**src/sv/sbmq_pkg.sv**
```systemverilog
// Shared constants and types for the shared-buffer multi-queue unit.
package sbmq_pkg;

    localparam int SLOTS_DEF  = 64;
    localparam int QUEUES_DEF = 4;

    localparam int QID_W  = 2;
    localparam int VAL_W  = 32;
    // s_tdata: queue_id then push_value, padded to whole bytes
    localparam int S_TDATA_W = ((QID_W + VAL_W + 7) / 8) * 8;
    localparam int M_TDATA_W = VAL_W;

    localparam logic OP_PUSH = 1'b0;
    localparam logic OP_POP  = 1'b1;

    // controller -> datapath commands
    typedef struct packed {
        logic start;   // word accepted this cycle: issue reads, capture operands
        logic finish;  // FIN state: write back, load result register
    } t_cmd;

endpackage

```
**src/sv/sbmq_ram.sv**
```systemverilog
// Generic single-write, single-read RAM with registered read data.
module sbmq_ram #(
    parameter int WIDTH = 8,
    parameter int DEPTH = 16
) (
    input  logic                     i_clk,
    input  logic                     i_we,
    input  logic [$clog2(DEPTH)-1:0] i_waddr,
    input  logic [WIDTH-1:0]         i_wdata,
    input  logic [$clog2(DEPTH)-1:0] i_raddr,
    output logic [WIDTH-1:0]         o_rdata
);

    logic [WIDTH-1:0] r_mem [DEPTH];
    logic [WIDTH-1:0] r_rdata;

    always_ff @(posedge i_clk) begin
        if (i_we) begin
            r_mem[i_waddr] <= i_wdata;
        end
        r_rdata <= r_mem[i_raddr];
    end

    assign o_rdata = r_rdata;

endmodule

```
**src/sv/sbmq_ctrl.sv**
```systemverilog
// Handshake controller: two-state sequencer and output valid flag.
module sbmq_ctrl
    import sbmq_pkg::*;
(
    input  logic i_clk,
    input  logic i_rst_n,
    input  logic i_s_tvalid,
    output logic o_s_tready,
    output logic o_m_tvalid,
    input  logic i_m_tready,
    output t_cmd o_cmd
);

    localparam logic ST_IDLE = 1'b0;
    localparam logic ST_FIN  = 1'b1;

    logic r_state, n_state;
    logic r_out_valid, n_out_valid;
    logic ready;

    // result register is free, or drains this same edge
    assign ready = (r_state == ST_IDLE) && (!r_out_valid || i_m_tready);

    always_comb begin
        o_cmd.start  = ready && i_s_tvalid;
        o_cmd.finish = (r_state == ST_FIN);
        n_state      = r_state;
        n_out_valid  = r_out_valid;
        if (r_out_valid && i_m_tready) begin
            n_out_valid = 1'b0;
        end
        case (r_state)
            ST_IDLE: begin
                if (o_cmd.start) begin
                    n_state = ST_FIN;
                end
            end
            ST_FIN: begin
                n_state     = ST_IDLE;
                n_out_valid = 1'b1;
            end
            default: begin
                n_state = ST_IDLE;
            end
        endcase
    end

    always_ff @(posedge i_clk) begin
        if (!i_rst_n) begin
            r_state     <= ST_IDLE;
            r_out_valid <= 1'b0;
        end else begin
            r_state     <= n_state;
            r_out_valid <= n_out_valid;
        end
    end

    assign o_s_tready = ready;
    assign o_m_tvalid = r_out_valid;

endmodule

```
**src/sv/sbmq_dp.sv**
```systemverilog
// Datapath: queue pointers, free list, fill count, slot stores, result register.
module sbmq_dp
    import sbmq_pkg::*;
#(
    parameter int SLOTS  = SLOTS_DEF,
    parameter int QUEUES = QUEUES_DEF
) (
    input  logic                    i_clk,
    input  logic                    i_rst_n,
    input  t_cmd                    i_cmd,
    input  logic                    i_op,
    input  logic [QID_W-1:0]        i_queue_id,
    input  logic signed [VAL_W-1:0] i_push_value,
    output logic                    o_ok,
    output logic signed [VAL_W-1:0] o_pop_value
);

    localparam int AW = $clog2(SLOTS);
    localparam int FW = $clog2(SLOTS + 1);
    // only queue numbers the 2-bit field can reach get storage
    localparam int QMAX = 1 << QID_W;
    localparam int QN   = (QUEUES < QMAX) ? QUEUES : QMAX;
    localparam int QW   = (QN > 1) ? $clog2(QN) : 1;
    localparam logic [QID_W:0] QLIM = (QID_W + 1)'(QN);
    localparam logic [FW-1:0]  SLOTS_F = FW'(SLOTS);

    // queue table
    logic [AW-1:0] r_head [QN];
    logic [AW-1:0] r_tail [QN];
    logic [QN-1:0] r_head_valid;
    // free list: linked free slots first, then untouched slots from r_fill up
    logic [AW-1:0] r_free_head;
    logic          r_free_valid;
    logic [FW-1:0] r_fill;

    // operands captured at accept
    logic                    r_op;
    logic [QID_W-1:0]        r_qid;
    logic signed [VAL_W-1:0] r_val;
    logic [AW-1:0]           r_hd, r_tl;
    logic                    r_hv;

    logic                    r_ok;
    logic signed [VAL_W-1:0] r_pop_value;

    logic [QW-1:0]  in_qi, qi;
    logic           in_range, push_ok, pop_ok, untouched;
    logic [AW-1:0]  rd_addr, link_waddr;
    logic [AW:0]    link_rdata, link_wdata;
    logic [VAL_W-1:0] data_rdata;
    logic           link_we, data_we;
    logic [FW-1:0]  idx_next;
    logic [AW-1:0]  n_free_head;
    logic           n_free_valid;

    assign in_qi = i_queue_id[QW-1:0];
    assign qi    = r_qid[QW-1:0];

    // push reads the free-head link, pop reads the head's link and data
    assign rd_addr = (i_op == OP_POP) ? r_head[in_qi] : r_free_head;

    assign in_range  = {1'b0, r_qid} < QLIM;
    assign push_ok   = in_range && (r_op == OP_PUSH) && r_free_valid;
    assign pop_ok    = in_range && (r_op == OP_POP) && r_hv;
    assign untouched = {{(FW-AW){1'b0}}, r_free_head} == r_fill;
    assign idx_next  = {{(FW-AW){1'b0}}, r_free_head} + FW'(1);

    always_comb begin
        if (untouched) begin
            n_free_head  = idx_next[AW-1:0];
            n_free_valid = idx_next < SLOTS_F;
        end else begin
            n_free_head  = link_rdata[AW-1:0];
            n_free_valid = link_rdata[AW];
        end
    end

    // push links the new slot after the tail; pop returns the head to the free list
    assign link_we    = i_cmd.finish && ((push_ok && r_hv) || pop_ok);
    assign link_waddr = (r_op == OP_PUSH) ? r_tl : r_hd;
    assign link_wdata = (r_op == OP_PUSH) ? {1'b1, r_free_head} : {r_free_valid, r_free_head};
    assign data_we    = i_cmd.finish && push_ok;

    sbmq_ram #(
        .WIDTH (AW + 1),
        .DEPTH (SLOTS)
    ) u_link_ram (
        .i_clk   (i_clk),
        .i_we    (link_we),
        .i_waddr (link_waddr),
        .i_wdata (link_wdata),
        .i_raddr (rd_addr),
        .o_rdata (link_rdata)
    );

    sbmq_ram #(
        .WIDTH (VAL_W),
        .DEPTH (SLOTS)
    ) u_data_ram (
        .i_clk   (i_clk),
        .i_we    (data_we),
        .i_waddr (r_free_head),
        .i_wdata (r_val),
        .i_raddr (rd_addr),
        .o_rdata (data_rdata)
    );

    always_ff @(posedge i_clk) begin
        if (i_cmd.start) begin
            r_op  <= i_op;
            r_qid <= i_queue_id;
            r_val <= i_push_value;
            r_hd  <= r_head[in_qi];
            r_tl  <= r_tail[in_qi];
            r_hv  <= r_head_valid[in_qi];
        end
        if (i_cmd.finish) begin
            r_ok        <= push_ok || pop_ok;
            r_pop_value <= pop_ok ? data_rdata : '0;
            if (push_ok) begin
                r_tail[qi] <= r_free_head;
                if (!r_hv) begin
                    r_head[qi] <= r_free_head;
                end
            end
            if (pop_ok) begin
                r_head[qi] <= link_rdata[AW-1:0];
            end
        end
    end

    always_ff @(posedge i_clk) begin
        if (!i_rst_n) begin
            r_head_valid <= '0;
            r_free_head  <= '0;
            r_free_valid <= 1'b1;
            r_fill       <= '0;
        end else if (i_cmd.finish) begin
            if (push_ok) begin
                r_head_valid[qi] <= 1'b1;
                r_free_head      <= n_free_head;
                r_free_valid     <= n_free_valid;
                if (untouched) begin
                    r_fill <= idx_next;
                end
            end
            if (pop_ok) begin
                // head == tail: this was the last entry
                r_head_valid[qi] <= (r_hd != r_tl);
                r_free_head      <= r_hd;
                r_free_valid     <= 1'b1;
            end
        end
    end

    assign o_ok        = r_ok;
    assign o_pop_value = r_pop_value;

endmodule

```
**src/sv/shared_buffer_multi_queue_unit.sv**
```systemverilog
// Top level of the shared-buffer multi-queue unit: controller plus datapath.
// A result word is valid once the FIN state has loaded the result register. No new word is
//   taken while one is in flight, as the registered read of the slot link store at accept
//   precedes the pointer and link write-back in the next cycle, nor while a result waits.
// Reset: synchronous, active low; all queues empty, free list starts at slot 0.
//   No clearing pass: a fill count stands in for the initial free-list links.
module shared_buffer_multi_queue_unit
    import sbmq_pkg::*;
#(
    parameter int SLOTS  = SLOTS_DEF,   // slots in the shared store, 2..4096
    parameter int QUEUES = QUEUES_DEF   // queues, 1..64 (numbers above 3 unreachable)
) (
    input  logic                 i_clk,
    input  logic                 i_rst_n,
    // input words
    input  logic                 i_s_tvalid,
    output logic                 o_s_tready,
    input  logic [S_TDATA_W-1:0] i_s_tdata,   // [1:0] queue_id, [33:2] push_value, rest 0
    input  logic                 i_s_tuser,   // [0] op: 0 push, 1 pop
    // result words
    output logic                 o_m_tvalid,
    input  logic                 i_m_tready,
    output logic [M_TDATA_W-1:0] o_m_tdata,   // [31:0] pop_value (0 unless a pop succeeded)
    output logic                 o_m_tuser    // [0] ok
);

    t_cmd cmd;
    logic signed [VAL_W-1:0] pop_value;

    sbmq_ctrl u_ctrl (
        .i_clk      (i_clk),
        .i_rst_n    (i_rst_n),
        .i_s_tvalid (i_s_tvalid),
        .o_s_tready (o_s_tready),
        .o_m_tvalid (o_m_tvalid),
        .i_m_tready (i_m_tready),
        .o_cmd      (cmd)
    );

    sbmq_dp #(
        .SLOTS  (SLOTS),
        .QUEUES (QUEUES)
    ) u_dp (
        .i_clk        (i_clk),
        .i_rst_n      (i_rst_n),
        .i_cmd        (cmd),
        .i_op         (i_s_tuser),
        .i_queue_id   (i_s_tdata[QID_W-1:0]),
        .i_push_value (i_s_tdata[QID_W+VAL_W-1:QID_W]),
        .o_ok         (o_m_tuser),
        .o_pop_value  (pop_value)
    );

    assign o_m_tdata = pop_value;

endmodule
```
**config.mk**
```make
export PLATFORM = sky130hd
export DESIGN_NAME = shared_buffer_multi_queue_unit
export DESIGN_NICKNAME = d
export VERILOG_FILES = /design/src/sv/sbmq_pkg.sv /design/src/sv/sbmq_ram.sv /design/src/sv/sbmq_ctrl.sv /design/src/sv/sbmq_dp.sv /design/src/sv/shared_buffer_multi_queue_unit.sv
export SDC_FILE = /design/constraint.sdc
export NUM_CORES = 2
export LEC_CHECK = 0
export BUFFER_PORTS_ARGS = -buffer_cell sky130_fd_sc_hd__buf_2
export CAP_MARGIN = 20
export CORE_MARGIN = 1
export CORE_UTILIZATION = 60
export CTS_CLUSTER_SIZE = 16
export DETAILED_ROUTE_END_ITERATION = 16
export PLACE_DENSITY = 0.74
export SETUP_SLACK_MARGIN = 0.3
export SLEW_MARGIN = 0
export SYNTH_ARGS = -nofsm -noshare
export SYNTH_HDL_FRONTEND = slang
export SYNTH_SLANG_ARGS = --single-unit
```
**constraint.sdc**
```tcl
create_clock -name i_clk -period 12.55 [get_ports i_clk]
set_input_delay 0.6275 -clock i_clk [delete_from_list [all_inputs] [get_ports i_clk]]
set_output_delay 0.6275 -clock i_clk [all_outputs]
set_load 0.01 [all_outputs]
```
==> impl_metrics.json <==
{
  "status": "finished clean",
  "power.static_leakage_uw": 0.0400,
  "initial_core_util_pct": 60.6,
  "cts.htree.levels": 5,
  "hold_viol": 0,
  "final_antenna_net_count": 0,
  "syn2layout_area_growth_pct": 11.4,
  "ctsRootBufferMaster": "sky130_fd_sc_hd__clkbuf_16",
  "drc_errors": 0,
  "slew_violations": 0,
  "gp_routability_congestion": 0.865,
  "cts-buffers-inserted": 280,
  "cts_resized": 0,
  "grt_first_pass_wirelength_um": 448000,
  "cts_num_sinks": 2684,
  "synthesis.area_um2": 106000,
  "arrival_ns": 6.02,
  "setup.worst_path.start_class": "flip-flop",
  "post_cts.repair.setup_buffers": 0,
  "final.setup_skew_ns": 0.0611,
  "ys_seq_elements": 2684,
  "powerDensity_nw_per_um2": 167,
  "via_count": 70900,
  "die_outline_area_um2": 178000,
  "global_routing_usage_summed_across_all_routing_layers_pct": 34.6,
  "post_synth_inst_count": 7954,
  "post-dp-hpwl_um": 165000,
  "hold_buffers": 33,
  "synth_top_cell_area_share_pct": 74.5,
  "vias_in_the_first_global_route": 67200,
  "worst_path_most_repeated_cell": "sky130_fd_sc_hd__buf_4",
  "cp_slowest_cell": "sky130_fd_sc_hd__buf_4",
  "cts.reportedPaths.clkPinSlew_ns": 0.06,
  "num_rows": 153,
  "core_area_um2": 175000,
  "worstSetupPathType": "flip-flop to flip-flop",
  "postSynthAreaPerCell_um2": 13.3,
  "io_pins": 80,
  "maxCapViolations": 0,
  "synth.yosys.seq_area_share_pct": 75.6,
  "layout.nets": 8094,
  "finalWirelength_um": 313000,
  "number_of_antenna_violations_at_the_first_check_in_global_routing": 9,
  "synth_flop_cell": "sky130_fd_sc_hd__edfxtp_1",
  "worst_skew_pair.late_latency_ns": 0.93,
  "avgViaCountPerCell": 6.71,
  "finalSetupViolations": 0,
  "synthTopCellsByArea": "sky130_fd_sc_hd__edfxtp_1 74%, sky130_fd_sc_hd__nand2_1 8.3%, sky130_fd_sc_hd__nand3_1 4.6%",
  "worstPathCellList": "mux2i_1 > o221a_4 > buf_4 > buf_4 > buf_4 > a22oi_1 > a32oi_1 > a211oi_1 > o21ai_0 > o311ai_1",
  "min_period_over_period_pct": 42.2,
  "groute.layer.met3.usage_pct": 7.01,
  "timing.critical_path.slowest_cell_delay_ns": 0.84,
  "drt_iter0_markers": 12900,
  "overflow": 0,
  "worst-endpoint-required_ns": 13.27,
  "ys_types": 79,
  "firstDrtPassIters": 7,
  "timing.setup.tns_ns": 0,
  "synth_most_common_cell": "sky130_fd_sc_hd__edfxtp_1",
  "cts.path.max_buffers": 4,
  "tritoncts": "built",
  "synth_top_area_cell": "sky130_fd_sc_hd__edfxtp_1",
  "die_width_um": 422,
  "ys_top_cells_by_count": "2625 x sky130_fd_sc_hd__edfxtp_1, 2335 x sky130_fd_sc_hd__nand2_1, 982 x sky130_fd_sc_hd__nand3_1, 312 x sky130_fd_sc_hd__buf_2, 260 x sky130_fd_sc_hd__a21oi_1",
  "buffer_ports.inserted": 73,
  "pin_slew_with_the_least_headroom_to_its_limit_ns": 1.24,
  "groute.layer.met1.usage_pct": 47.8,
  "grt_max_degree": 173,
  "highest_utilization_routing_layer_at_the_global_route_stage": "met2",
  "worstPathMaxFanout": 80,
  "ffs_w_async_s_r_synth_pct": 0,
  "drt-wirelength-per-cell_um": 29.7,
  "grt_setup_unrepaired": "false",
  "highest_clock_rate_ghz": 0.189,
  "fp.dieH_um": 422,
  "final_core_util_pct": 67.6,
  "drive_above_1_share_pct": 9.76,
  "crit_path_end_kind": "flip-flop",
  "r2r_setup_slack_ns": 7.25,
  "hold_path.class": "primary input to flip-flop",
  "synth-edff-count": 2625,
  "mapped_nets": 8000,
  "maxSlewHeadroom_pct": 16.4,
  "timing.final.crit_period_ns": 5.30,
  "vdd_drop_max_v": 0.000181,
  "use_met2_pct": 53.0,
  "yosys_warnings": 0
}
[per-layer routing]
| metal | vias up | share of wire [%] |
|---|---|---|
| li1 | 29500 | - |
| met1 | 34700 | 35 |
| met2 | 5717 | 45 |
| met3 | 991 | 14 |
| met4 | 6 | 5.5 |
| met5 | - | 0.017 |
[layout by cell type, fill, tap and decap left out, drive strengths merged, types with 17 or more instances in the layout]
cell type / netlist / layout
dfxtp: 59 / 59
nor4: 29 / 29
clkinv: 0 / 85
a2111oi: 17 / 17
a32oi: 75 / 75
a22oi: 36 / 36
buf: 390 / 280
a31oi: 151 / 151
a21oi: 261 / 261
nand4: 26 / 26
clkbuf: 111 / 366
a31o: 39 / 39
nor2: 206 / 206
or4: 23 / 23
dlygate4sd3: 0 / 33
nor3: 21 / 21
nand3: 982 / 982
o22ai: 24 / 24
o21ai: 42 / 42
a311oi: 18 / 18
edfxtp: 2625 / 2625
nand2: 2335 / 2335
mux2i: 112 / 112
a211oi: 23 / 23
and3: 146 / 146
[flip-flops by register name, summed over array words and instances, names as in the netlist, 7 cells and up]
signal / cells
u_dp.r_val: 32
u_dp.r_tail: 24
u_dp.u_link_ram.r_mem: 448
u_dp.r_fill: 7
u_dp.u_data_ram.r_mem: 2048
u_dp.u_data_ram.o_rdata: 32
u_dp.r_head: 24
u_dp.o_pop_value: 32
u_dp.u_link_ram.o_rdata: 7
[critical path, delay by kind of cell (launching register included)]
kind / cells / cell delay (ns)
buffers and inverters: 3 / 2.00
AOI/OAI and AO/OA: 6 / 2.26
muxes: 1 / 0.39
DFF: 1 / 0.38
[path summary, 6_finish.rpt]
kind / cells past startpoint / to / from
max: 10 / u_dp.u_data_ram.o_rdata[31] / u_dp.r_head[0][1]
min: 4 / u_ctrl.o_m_tvalid / i_m_tready
max reg2reg: 10 / u_dp.u_data_ram.o_rdata[31] / u_dp.r_head[0][1]
min reg2reg: 2 / u_dp.r_fill[1] / u_dp.r_fill[1]
[area by class of cell]
class	count	area, um^2
sequential	2684	80000
fill	11600	56700
multi-input combinational	4759	24000
clock buffer	366	7620
tap	2325	2910
timing repair buffer	313	2400
clock inverter	109	906
inverter	10	37.5
antenna	4	10.0
[through the flow]
stage / setup slack (ns) / area (um^2) / hold WS (ns) / cells / total power (uW)
after floorplan: 8.49 / 106000 / 0.441 / 7954 / 11200
after global placement: 6.59 / 109000 / 0.452 / 10100 / 11800
after detailed placement: 6.56 / 109000 / 0.491 / 10100 / 11900
after CTS: 7.41 / 118000 / 0.0442 / 10600 / 19600
after global routing: 7.23 / 118000 / 0.0926 / 10600 / 20000
final: 7.25 / 118000 / 0.0718 / 10600 / 19600
[power breakdown]
group,internal (uW),switching [uW]
clock network,4560,3320
logic,445,1310
registers,9940,64.4
[cell families after synthesis]
family          count (synthesis)  share of synthesized area [%]
flops                        2684                           75.6
xor+xnor                       16                          0.132
mux                           137                           1.46
fa+ha+maj                       1                         0.0118
compound gates                806                           5.18
buf+inv                       511                           2.29
simple gates                 3799                           15.3
(Power assumes the default switching activity.)
